<file path="src/hdl/u8d_pkg.sv">
`timescale 1ns / 1ps
`default_nettype none

package u8d_pkg;

	localparam int unsigned ByteW = 8;
	localparam int unsigned CpW = 21;
	localparam int unsigned StatW = 2;
	localparam int unsigned PendDepth = 3;
	localparam int unsigned CntW = 2;

	localparam logic [CpW-1:0] CpReplace = 21'h00FFFD;
	localparam logic [CpW-1:0] CpMax = 21'h10FFFF;
	localparam logic [CpW-1:0] CpSurLo = 21'h00D800;
	localparam logic [CpW-1:0] CpSurHi = 21'h00DFFF;
	localparam logic [CpW-1:0] CpMin4 = 21'h010000;
	localparam logic [CpW-1:0] CpMin3 = 21'h000800;
	localparam logic [CpW-1:0] CpMin2 = 21'h000080;

	typedef enum logic [StatW-1:0] {
		ST_VALID = 2'd0,
		ST_REPLACED = 2'd1,
		ST_MALFORMED = 2'd2,
		ST_END = 2'd3
	} status_t;

	// what the decoder does with one word
	typedef struct packed {
		logic emit;
		logic [CpW-1:0] cp;
		status_t status;
		logic clear;
	} dec_res_t;

	function automatic logic is_cont(input logic [ByteW-1:0] b);
		return b[7:6] == 2'b10;
	endfunction

endpackage

`default_nettype wire

</file>
<file path="src/hdl/utf8_byte_stream_decoder.sv">
`timescale 1ns / 1ps
`default_nettype none

// channel  handshake            payload
// in       in_valid/in_stall    data_byte[7:0], end_of_stream
// out      out_valid/out_stall  code_point[20:0], status[1:0]
//
// One word accepted per cycle while in_stall is low; a result is decoded from the
// input register into the result register once its last byte is taken.
// Reset clears the valid flags and the pending count; pending bytes are
// not reset. A stalled result holds; words that give no result still drain
// while the output waits.

module utf8_byte_stream_decoder
	import u8d_pkg::*;
(
	input  wire logic             clk,
	input  wire logic             arst_n,
	input  wire logic             in_valid,
	output      logic             in_stall,
	input  wire logic [ByteW-1:0] data_byte,
	input  wire logic             end_of_stream,
	output      logic             out_valid,
	input  wire logic             out_stall,
	output      logic [CpW-1:0]   code_point,
	output      logic [StatW-1:0] status
);

	logic             vld_s1;
	logic [ByteW-1:0] byte_s1;
	logic             eos_s1;
	logic [CntW-1:0]  cnt_q;
	logic [ByteW-1:0] pend_q [PendDepth];
	logic             out_vld_q;
	logic [CpW-1:0]   cp_q;
	status_t          stat_q;
	dec_res_t         dec;
	logic             adv;

	u8d_decode u_dec (
		.data_byte     (byte_s1),
		.end_of_stream (eos_s1),
		.pend_cnt      (cnt_q),
		.pend0         (pend_q[0]),
		.pend1         (pend_q[1]),
		.pend2         (pend_q[2]),
		.res           (dec)
	);

	assign adv = vld_s1 && (!dec.emit || !out_vld_q || !out_stall);
	assign in_stall = vld_s1 && !adv;

	always_ff @(posedge clk or negedge arst_n) begin
		if (!arst_n) begin
			vld_s1 <= 1'b0;
		end else if (!in_stall) begin
			vld_s1 <= in_valid;
		end
	end

	always_ff @(posedge clk) begin
		if (in_valid && !in_stall) begin
			byte_s1 <= data_byte;
			eos_s1 <= end_of_stream;
		end
	end

	always_ff @(posedge clk or negedge arst_n) begin
		if (!arst_n) begin
			cnt_q <= '0;
		end else if (adv) begin
			if (dec.clear) begin
				cnt_q <= '0;
			end else begin
				cnt_q <= cnt_q + 2'd1;
			end
		end
	end

	always_ff @(posedge clk) begin
		if (adv && !dec.clear) begin
			pend_q[cnt_q] <= byte_s1;
		end
	end

	always_ff @(posedge clk or negedge arst_n) begin
		if (!arst_n) begin
			out_vld_q <= 1'b0;
		end else if (adv && dec.emit) begin
			out_vld_q <= 1'b1;
		end else if (!out_stall) begin
			out_vld_q <= 1'b0;
		end
	end

	always_ff @(posedge clk) begin
		if (adv && dec.emit) begin
			cp_q <= dec.cp;
			stat_q <= dec.status;
		end
	end

	assign out_valid = out_vld_q;
	assign code_point = cp_q;
	assign status = stat_q;

endmodule

`default_nettype wire

</file>
<file path="src/hdl/u8d_decode.sv">
`timescale 1ns / 1ps
`default_nettype none

module u8d_decode
	import u8d_pkg::*;
(
	input  wire logic [ByteW-1:0] data_byte,
	input  wire logic             end_of_stream,
	input  wire logic [CntW-1:0]  pend_cnt,
	input  wire logic [ByteW-1:0] pend0,
	input  wire logic [ByteW-1:0] pend1,
	input  wire logic [ByteW-1:0] pend2,
	output dec_res_t              res
);

	logic [ByteW-1:0] s0, s1, s2;
	logic [10:0] cp2;
	logic [15:0] cp3;
	logic [CpW-1:0] cp2x, cp3x, cp4;
	logic m2, m3, m4;

	// new byte sits at position pend_cnt
	assign s0 = (pend_cnt == 2'd0) ? data_byte : pend0;
	assign s1 = (pend_cnt == 2'd1) ? data_byte : pend1;
	assign s2 = (pend_cnt == 2'd2) ? data_byte : pend2;

	assign cp2 = {s0[4:0], s1[5:0]};
	assign cp3 = {s0[3:0], s1[5:0], s2[5:0]};
	assign cp4 = {pend0[2:0], pend1[5:0], pend2[5:0], data_byte[5:0]};
	assign cp2x = {10'd0, cp2};
	assign cp3x = {5'd0, cp3};

	assign m2 = (s0[7:5] == 3'b110) && is_cont(s1);
	assign m3 = (s0[7:4] == 4'b1110) && is_cont(s1) && is_cont(s2);
	assign m4 = (pend0[7:3] == 5'b11110) && is_cont(pend1) && is_cont(pend2)
		&& is_cont(data_byte);

	always_comb begin
		res.emit = 1'b0;
		res.cp = '0;
		res.status = ST_VALID;
		res.clear = 1'b0;
		if (end_of_stream) begin
			res.emit = 1'b1;
			res.status = ST_END;
			res.clear = 1'b1;
		end else begin
			case (pend_cnt)
				2'd0: begin
					if (!s0[7]) begin
						res.emit = 1'b1;
						res.cp = {13'd0, s0};
						res.clear = 1'b1;
					end
				end
				2'd1: begin
					if (m2) begin
						res.emit = 1'b1;
						res.clear = 1'b1;
						if (cp2x < CpMin2) begin
							res.cp = CpReplace;
							res.status = ST_REPLACED;
						end else begin
							res.cp = cp2x;
						end
					end
				end
				2'd2: begin
					if (m3) begin
						res.emit = 1'b1;
						res.clear = 1'b1;
						if (cp3x < CpMin3 || (cp3x >= CpSurLo && cp3x <= CpSurHi)) begin
							res.cp = CpReplace;
							res.status = ST_REPLACED;
						end else begin
							res.cp = cp3x;
						end
					end
				end
				default: begin
					res.emit = 1'b1;
					res.clear = 1'b1;
					if (m4) begin
						if (cp4 < CpMin4 || cp4 > CpMax) begin
							res.cp = CpReplace;
							res.status = ST_REPLACED;
						end else begin
							res.cp = cp4;
						end
					end else begin
						res.status = ST_MALFORMED;
					end
				end
			endcase
		end
	end

endmodule

`default_nettype wire

</file>
<file path="config.mk">
export PLATFORM = sky130hd
export DESIGN_NAME = utf8_byte_stream_decoder
export DESIGN_NICKNAME = d
export VERILOG_FILES = /design/src/hdl/u8d_pkg.sv /design/src/hdl/utf8_byte_stream_decoder.sv /design/src/hdl/u8d_decode.sv
export SDC_FILE = /design/constraint.sdc
export NUM_CORES = 1
export LEC_CHECK = 0
export BUFFER_PORTS_ARGS = -buffer_cell sky130_fd_sc_hd__buf_2
export CAP_MARGIN = 20
export CORE_ASPECT_RATIO = 1.1
export CORE_MARGIN = 2
export CORE_UTILIZATION = 45
export DETAILED_ROUTE_END_ITERATION = 8
export SLEW_MARGIN = 20
export SYNTH_ARGS = -nofsm -noshare
export SYNTH_HDL_FRONTEND = slang
export SYNTH_SLANG_ARGS = --single-unit
</file>
<file path="constraint.sdc">
create_clock -name clk -period 3.8 [get_ports clk]
set_clock_uncertainty 0.1 [all_clocks]
set_input_delay 0.57 -clock clk [delete_from_list [all_inputs] [get_ports clk]]
set_output_delay 0.57 -clock clk [all_outputs]
set_load 0.01 [all_outputs]
</file>
Word-level counts from Yosys, hierarchy flattened
Memories as Yosys holds them, arrays and structs flattened.
Index checks and enable logic that the tools add are counted.
W data, S select, Z words.
{"block": "op_classes", "magnitude_cmp": 6, "eq_ne": 11, "muxes": 25, "n_reduce_logical": 23, "add_sub_neg": 1}
{"op": "$pmux W22 S3", "count": 1}
{"op": "$mux W25", "count": 2}
{"op": "$mux W21", "count": 2}
{"op": "$mux W16", "count": 2}
{"op": "$mux W8", "count": 3}
{"op": "$mux W22", "count": 1}
{"op": "$gt A21 B21 Y1 const B", "count": 1}
{"op": "$lt A21 B17 Y1 const B", "count": 1}
{"op": "$ge A16 B16 Y1 const B", "count": 1}
{"op": "$le A16 B16 Y1 const B", "count": 1}
{"op": "$lt A16 B12 Y1 const B", "count": 1}
{"op": "$eq A2 B2 Y1 const B", "count": 6}
{"op": "$logic_and A1 B1 Y1", "count": 12}
{"op": "$lt A11 B8 Y1 const B", "count": 1}
{"op": "$mux W1", "count": 10}
{"op": "$logic_not A1 Y1", "count": 6}
{"op": "$pmux W2 S3", "count": 1}
{"op": "$eq A5 B5 Y1 const B", "count": 1}
{"op": "$eq A4 B4 Y1 const B", "count": 1}
{"op": "$logic_or A1 B1 Y1", "count": 4}
{"op": "$mux W2", "count": 2}
{"op": "$eq A3 B3 Y1 const B", "count": 1}
{"op": "$pmux W1 S3", "count": 1}
{"op": "$add A2 B1 Y2 const B", "count": 1}
{"op": "other kinds (3)", "count": 3}
{"block": "word_totals", "mem_count": 1, "word_cells": 74, "register_bits": 36, "mem_bits_rw": 24, "inputBits": 13}
{"memory": "pend_q", "depth": 3, "width": 8, "rd": 3, "rd_clocked_by_memory_dff": 0, "wr": 1, "line_no": "utf8_byte_stream_decoder.sv:33", "source": "logic [ByteW-1:0] pend_q [PendDepth];"}

Depth between registers and ports, before layout
Gate-level depths: netlist of run 1.
{"block": "logic_depth", "word_depth": 17, "mapped_depth": 10, "mapped_depth_nobuf": 8}

Cells and area by module
A second synthesis of run 1 with hierarchy kept.
{"block": "unflattened", "hier_cells": 208, "hier_area_um2": 2761.4}
{"mod": "utf8_byte_stream_decoder", "seq_area_each_um2": 1781.7, "instances": 1, "cells_per_inst": 82, "area_each_um2": 1946.9}
{"mod": "u8d_decode", "seq_area_each_um2": 0.0, "instances": 1, "cells_per_inst": 126, "area_each_um2": 814.5}

Least setup slack after synthesis of run 1
OpenSTA, ideal clock, no wires.
{"block": "synth_timing", "path_type": "reg-to-reg", "from": "register cnt_q[0]", "to": "register cp_q[0], in the netlist code_point[0], enable pin", "setup_slack_ns": 0.318, "path_buffers": 2, "t_arrival_ns": 2.971, "t_required_ns": 3.289, "stages_incl_launch_ff": 10, "cell_sequence": "dfrtp_1 -> inv_1 -> ha_1 -> buf_4 -> or3_1 -> buf_4 -> a21oi_1 -> nor3_2 -> nand2b_1 -> a21oi_1"}
{"block": "synth_via", "elab_chain_len": 13, "elab_cells_between_ends": 23, "classes_between": "eq/ne (6); mux (8); reduce/logical (9)"}
{"element": "from (decl)", "line_no": "utf8_byte_stream_decoder.sv:32", "source": "logic [CntW-1:0] cnt_q;"}
{"element": "from (signal assigned)", "line_no": "utf8_byte_stream_decoder.sv:75", "source": "cnt_q <= cnt_q + 2'd1;"}
{"element": "$logic_not A2 Y1 / $eq A2 B1 Y1 (equally long branches)", "line_no": "u8d_decode.sv:23, u8d_decode.sv:48, u8d_decode.sv:24"}
{"element": "$mux W8 (on tied branches)", "line_no": "u8d_decode.sv:23, u8d_decode.sv:24"}
{"element": "$eq A4 B4 Y1 / $eq A2 B2 Y1 (equally long branches)", "line_no": "u8d_decode.sv:34, u8d_pkg.sv:36"}
{"element": "$logic_and A1 B1 Y1 (2 in a row)", "line_no": "u8d_decode.sv:34", "source": "assign m3 = (s0[7:4] == 4'b1110) && is_cont(s1) && is_cont(s2);"}
{"element": "$mux W25", "line_no": "u8d_decode.sv:69", "source": "if (m3) begin"}
{"element": "$pmux W22 S3 (*)", "line_no": "u8d_decode.sv:48", "source": "case (pend_cnt)"}
{"element": "$mux W1 (*)", "line_no": "u8d_decode.sv:43", "source": "if (end_of_stream) begin"}
{"element": "$logic_not A1 Y1", "line_no": "utf8_byte_stream_decoder.sv:50", "source": "assign adv = vld_s1 && (!dec.emit || !out_vld_q || !out_stall);"}
{"element": "$logic_or A1 B1 Y1 (2 in a row)", "line_no": "utf8_byte_stream_decoder.sv:50"}
{"element": "$logic_and A1 B1 Y1", "line_no": "utf8_byte_stream_decoder.sv:50"}
{"element": "$logic_and A1 B1 Y1 (*)", "line_no": "utf8_byte_stream_decoder.sv:97", "source": "if (adv && dec.emit) begin"}
{"element": "to (signal assigned)", "line_no": "utf8_byte_stream_decoder.sv:98", "source": "cp_q <= dec.cp;"}
{"element": "to (decl)", "line_no": "utf8_byte_stream_decoder.sv:35", "source": "logic [CpW-1:0] cp_q;"}
Every way passes the cells marked *; elsewhere a longest branch is shown, timed or not.
A chain may end at the register's enable or synchronous reset.

Worst setup path in the final report of run 1
{"block": "layout_timing", "from": "register cnt_q[1]", "to": "output in_stall"}
{"block": "layout_via", "elab_chain_len": 14, "elab_cells_between_ends": 24, "classes_between": "eq/ne (6); mux (8); reduce/logical (10)"}
{"element": "$logic_not A2 Y1 / $eq A2 B1 Y1 (equally long branches)", "line_no": "u8d_decode.sv:23, u8d_decode.sv:48, u8d_decode.sv:24"}
{"element": "$mux W8 (on tied branches)", "line_no": "u8d_decode.sv:23, u8d_decode.sv:24"}
{"element": "$eq A4 B4 Y1 / $eq A2 B2 Y1 (equally long branches)", "line_no": "u8d_decode.sv:34, u8d_pkg.sv:36"}
{"element": "$logic_and A1 B1 Y1 (2 in a row)", "line_no": "u8d_decode.sv:34"}
{"element": "$mux W25", "line_no": "u8d_decode.sv:69"}
{"element": "$pmux W22 S3 (*)", "line_no": "u8d_decode.sv:48"}
{"element": "$mux W1 (*)", "line_no": "u8d_decode.sv:43"}
{"element": "$logic_not A1 Y1 (*)", "line_no": "utf8_byte_stream_decoder.sv:50"}
{"element": "$logic_or A1 B1 Y1 (*) (2 in a row)", "line_no": "utf8_byte_stream_decoder.sv:50"}
{"element": "$logic_and A1 B1 Y1 (*)", "line_no": "utf8_byte_stream_decoder.sv:50"}
{"element": "$logic_not A1 Y1 (*)", "line_no": "utf8_byte_stream_decoder.sv:51", "source": "assign in_stall = vld_s1 && !adv;"}
{"element": "$logic_and A1 B1 Y1 (*)", "line_no": "utf8_byte_stream_decoder.sv:51"}
{"element": "to (decl)", "line_no": "utf8_byte_stream_decoder.sv:20", "source": "output logic in_stall,"}
Marks and branches as above.

==> results of run 1 <==
## area by class of cell
cell class / instances / area, µm² / area share [%]
Inverter: 3 / 11.3 / 0.328
Sequential cell: 60 / 1780 / 51.9
Multi-Input combinational cell: 149 / 1100 / 32.1
Clock buffer: 10 / 128 / 3.72
Clock inverter: 6 / 78.8 / 2.30
Tap cell: 80 / 100 / 2.91
Timing Repair Buffer: 43 / 233 / 6.78
## metal layers
metal	global-route usage [%]	routed length, µm	vias up
met2	31.0	3160	67
met3	5.31	356	14
met4	11.7	151	0
met5	0	0	-
met1	26.4	2930	956
li1	-	-	951
## timing repair
| action | CTS | global route |
|---|---|---|
| endpoints found under the hold margin | 4 | 0 |
| hold buffers | 1 | 0 |
| endpoints found under the setup margin | 0 | 0 |
## logic make-up after synthesis
logic type,after synthesis
AND/OR/NAND/NOR,72
flip-flops,60
AO/OA/AOI/OAI,59
buffers and inverters,12
multiplexers,12
adder cells (fa/ha/maj),5
XOR/XNOR,1
## report_power, final
group | total [µW] | switching (µW) | internal (µW)
Sequential | 912 | 68.2 | 844
Clock | 614 | 250 | 363
Combinational | 536 | 327 | 209
## cell usage in the layout (no fill, tap or decap), types with 5 or more instances in the layout
master,instances
a21oi_1,7
and2_1,6
buf_2,37
buf_4,5
clkbuf_8,9
edfxtp_1,56
ha_1,5
mux2_2,5
mux2i_1,6
nand2_1,10
nor2_1,16
nor3_1,5
o21a_1,8
o21ai_0,5
o21ai_1,6
## worst max-delay path, cell delays in order (launching register included)
cell      delay [ns]
dfrtp_1         0.41
inv_1           0.11
ha_1            0.45
nor3b_1         0.12
o221ai_2        0.34
a21oi_1         0.16
nor3_2          0.38
nand2b_1        0.27
nor2_1          0.06
buf_2           0.14
## registers in the layout, indices dropped and copies added, names as in the netlist
name / count
cnt_q: 2
status: 2
eos_s1: 1
pend_q: 24
out_valid: 1
vld_s1: 1
code_point: 21
byte_s1: 8
## per-stage QoR
step,std cells,utilization [%]
after floorplan,221,-
after global placement,334,51.6
after detailed placement,334,51.6
after CTS,351,55.1
after global routing,351,55.1
final,351,55.1
## final timing paths
kind | from | end | slack (ns)
max in group asynchronous | arst_n | cnt_q[0]$_DFFE_PN0N_ | 3.01
worst max register to register | cnt_q[1]$_DFFE_PN0N_ | byte_s1[0]$_DFFE_PP_ | 0.71
worst min-delay path | data_byte[4] | byte_s1[4]$_DFFE_PP_ | 0.30
worst min register to register | cnt_q[1]$_DFFE_PN0N_ | cnt_q[1]$_DFFE_PN0N_ | 0.46
worst max-delay path | cnt_q[1]$_DFFE_PN0N_ | in_stall | 0.34
min in group asynchronous | arst_n | out_valid$_DFFE_PN0P_ | 0.48
==> results.cfg, run 1 <==
[sta]
slew_headroom_pct = 58.3
setup_tns_ns = 0
worst_slack_ns = 0.338
worstMarginPinSlew_ns = 0.621
period_share_pct = 91.1
hold_ws_ns = 0.300
final_max_slew_viol_count = 0
setup_viol = 0
rsz0062_at_grt = no
hold_violations = 0
max_freq_ghz = 0.289
finalCriticalPeriod_ns = 3.46

[placement]
dp_hpwl_um = 4630
io_buffer_count = 37
place_ws_ns = 0.696
placed_area_um2 = 3220
gp_congestion = 0.898

[grt]
grt_overflow = 0
grt_pass1_wl_um = 10500
grt_usage_pct = 20.4
antenna_found_initial = 0
grt_max_degree = 24
grt_pass1_vias = 1987

[synthesis]
yosysMostFrequentCell = edfxtp_1
synth_top_area_share_pct = 57.1
synthCells = 221
synth-simple-area-share_pct = 14.7
synthAdderAreaFrac_pct = 2.13
yosys.area_share.xor_xnor_pct = 0.298
synth_area_per_cell_um2 = 13.3
syn_nets = 239
ys_seq_elements = 60
syn-cell-area_um2 = 2940
synth-main-ff-cell = edfxtp_1
synth_top_cells_by_area = edfxtp_1 (57%), dfrtp_1 (3.4%), ha_1 (2.1%), mux2i_1 (2.0%), nor2_1 (2.0%)
synth_compound_area_share_pct = 15.9
async_reset_ff_share_pct = 6.67
yosys_warnings = 0
yosysTopAreaCell = edfxtp_1
ys_seq_area_share_pct = 60.5
synth_commonest_cells = edfxtp_1 (56), nor2_1 (16), nand2_1 (10)
synth_top_family_by_area = compound AO/OA/AOI/OAI gates
synth-edff-count = 56
ys_types = 60
synthMuxAreaShare_pct = 4.34

[routing]
ant_nets = 0
drt_iter0_drc = 211
vias_per_cell = 5.66
route.detailed.drc = 0
drt-wirelength-per-cell_um = 18.8
num_vias = 1988
first_pass_iters = 4
drt_wl_total_um = 6600

[power]
pwr_density_cell_nw_per_um2 = 600
peakVddDrop_mv = 0.307
power.total_uw = 2060
power_leakage_uw = 0.00127

[worst_hold_path]
hp-class = in2reg
holdPathStages = 1

[worst_setup_path]
reg2regPathDepth = 8
required_ns = 3.13
crit_arrival_ns = 2.79
path_class = reg2out
start_kind = flop
critPathCaptureType = output pin
cp_max_fo = 10

[clock_network]
cts_made_buffers = 9
cts_sinks = 60
ctsResizeCount = 0
clk-insertion-delay-late_ns = 0.34
root_buffer = clkbuf_8
postCtsSetupBuffers = 0
path_clk_slew_ns = 0.06
cts_tree = yes
cts.path.max_buffers = 2
cts.htree.levels = 3

[outcome]
run_status = completed

[cells_and_area]
nets = 284
syn_to_final_growth_pct = 16.7
drive_gt1_share_pct = 28.0
fill_cells = 552
final_area_um2 = 3430
diodes = 0

[die]
die_w_um = 81.1
die_area_um2 = 7200
core-area_um2 = 6230
die_h_um = 88.8
start_util_pct = 47.2
io_pins = 38
rows = 30

[flow_run]
cap_violations = 0
Power figures use the tool's default switching activity.
==> run 2: changes to the inputs <==
Settings changed: PLACE_DENSITY set to 0.7.
==> run 2 against run 1 <==
Fmax increased by 2.2%. Critical path depth increased by 1. Sequential power about the same. Flip-flop and latch count unchanged. Wire length decreased by 4.7%. Critical path type unchanged. Largest cell class unchanged.
==> results.cfg, run 2 (synthesis gave the netlist of run 1 again) <==
[outcome]
run_status = completed

[clock_network]
postCtsSetupBuffers = 0
clk-insertion-delay-late_ns = 0.34
cts_sinks = 60
cts.path.max_buffers = 2
ctsResizeCount = 0
path_clk_slew_ns = 0.07
cts_tree = yes
root_buffer = clkbuf_8
cts_made_buffers = 9
cts.htree.levels = 3

[worst_setup_path]
required_ns = 3.13
critPathMaxStageDelay_ns = 0.40
path_class = reg2out
cp_slowest_cell = dfrtp_1
cp_cell_sequence = inv_1 -> ha_1 -> and3b_1 -> o221ai_2 -> a21oi_1 -> nor3_2 -> buf_4 -> nand2b_1 -> nor2_1 -> buf_2
crit_arrival_ns = 2.72
critPathCaptureType = output pin
crit_family = simple AND/OR/NAND/NOR gates
path_buf_inv = 3
cp_max_fo = 9
start_kind = flop

[grt]
grt_max_degree = 24
grt_overflow = 0
grt_pass1_vias = 1961
antenna_found_initial = 0
grt_usage_pct = 19.9
grt_pass1_wl_um = 10200

[routing]
vias_per_cell = 5.71
route.detailed.drc = 0
first_pass_iters = 4
drt_iter0_drc = 181
drt_wl_total_um = 6290
num_vias = 2010
drt-wirelength-per-cell_um = 17.9
ant_nets = 0

[placement]
gp_congestion = 0.885
dp_hpwl_um = 4510
io_buffer_count = 37

[cells_and_area]
utilization_pct = 55.2
regMostFlops = pend_q
largest_register_ffs = 24
syn_to_final_growth_pct = 17.0
final_cell_mix = edfxtp_1 (56), buf_2 (37), nor2_1 (16)
final_common_cell = edfxtp_1
nets = 285
diodes = 0
drive_gt1_share_pct = 28.3

[sta]
setup_tns_ns = 0
slew_headroom_pct = 54.5
max_freq_ghz = 0.295
worstMarginPinSlew_ns = 0.680
period_share_pct = 89.1
finalCriticalPeriod_ns = 3.39
rsz0062_at_grt = no
hold_violations = 0
setup_viol = 0
final_max_slew_viol_count = 0

[power]
pwr_density_cell_nw_per_um2 = 601
power_leakage_uw = 0.00127
peakVddDrop_mv = 0.260

[die]
die_h_um = 88.8
core-area_um2 = 6230
start_util_pct = 47.2
rows = 30
die_area_um2 = 7200
io_pins = 38
die_w_um = 81.1

[worst_hold_path]
hp-class = in2reg

[flow_run]
cap_violations = 0
## run 2: final cells by class
class                           instances  area, µm²
Clock buffer                           10        128
Timing Repair Buffer                   44        240
Fill cell                             570       2790
Inverter                                3       11.3
Clock inverter                          6       78.8
Multi-Input combinational cell        149       1100
Sequential cell                        60       1780
Tap cell                               80        100
## run 2: metrics by stage
step           worst slack [ns]  cell area (µm²)  power, µW  instances  hold slack [ns]
6_report                  0.414             3440       2070        352            0.296
5_1_grt                   0.223             3440       2170        352            0.279
4_1_cts                   0.396             3440       2080        352            0.284
3_5_place_dp              0.755             3230       1470        335            0.280
3_3_place_gp              0.854             3230       1460        335            0.280
2_1_floorplan             0.318             2940       1300        221            0.174
## run 2: what timing repair did
item                                   CTS  global route
hold buffers                             1             0
setup endpoints to repair                0             0
endpoints found under the hold margin    4             0
## run 2: power breakdown
group | switching [µW] | internal, µW | leakage [µW] | total, µW
registers | 65.1 | 844 | 0.000577 | 909
clock network | 248 | 363 | 0.000107 | 611
logic | 331 | 217 | 0.000588 | 548
total | 644 | 1420 | 0.00127 | 2070
## run 2: worst reg2reg max path, cell delays in order (launching register included)
cell and delay (ns):
dfrtp_1 0.40, inv_1 0.11, ha_1 0.34, and3b_1 0.23
o221ai_2 0.36, a21oi_1 0.17, nor3_2 0.19, buf_4 0.16
nand2b_1 0.23, o21a_1 0.41
## run 2: worst paths after layout
| kind | from | endpoint | slack (ns) | cells past startpoint |
|---|---|---|---|---|
| setup reg to reg | cnt_q[0]$_DFFE_PN0N_ | byte_s1[1]$_DFFE_PP_ | 0.77 | 9 |
| setup / recovery | cnt_q[0]$_DFFE_PN0N_ | in_stall | 0.41 | 10 |
| max in group asynchronous | arst_n | out_valid$_DFFE_PN0P_ | 3.02 | 2 |
| hold reg to reg | cnt_q[1]$_DFFE_PN0N_ | cnt_q[1]$_DFFE_PN0N_ | 0.47 | 1 |
| hold / removal | data_byte[7] | byte_s1[7]$_DFFE_PP_ | 0.30 | 1 |
| min in group asynchronous | arst_n | cnt_q[0]$_DFFE_PN0N_ | 0.45 | 2 |
## run 2: layer usage
layer  global-route usage (%)  share of wire (%)  vias up
li1                         -                  -      956
met1                     24.5                 43      974
met2                     32.1                 49       61
met3                     4.59                4.8       19
met4                     11.7                2.8        0
met5                        0                  0        -
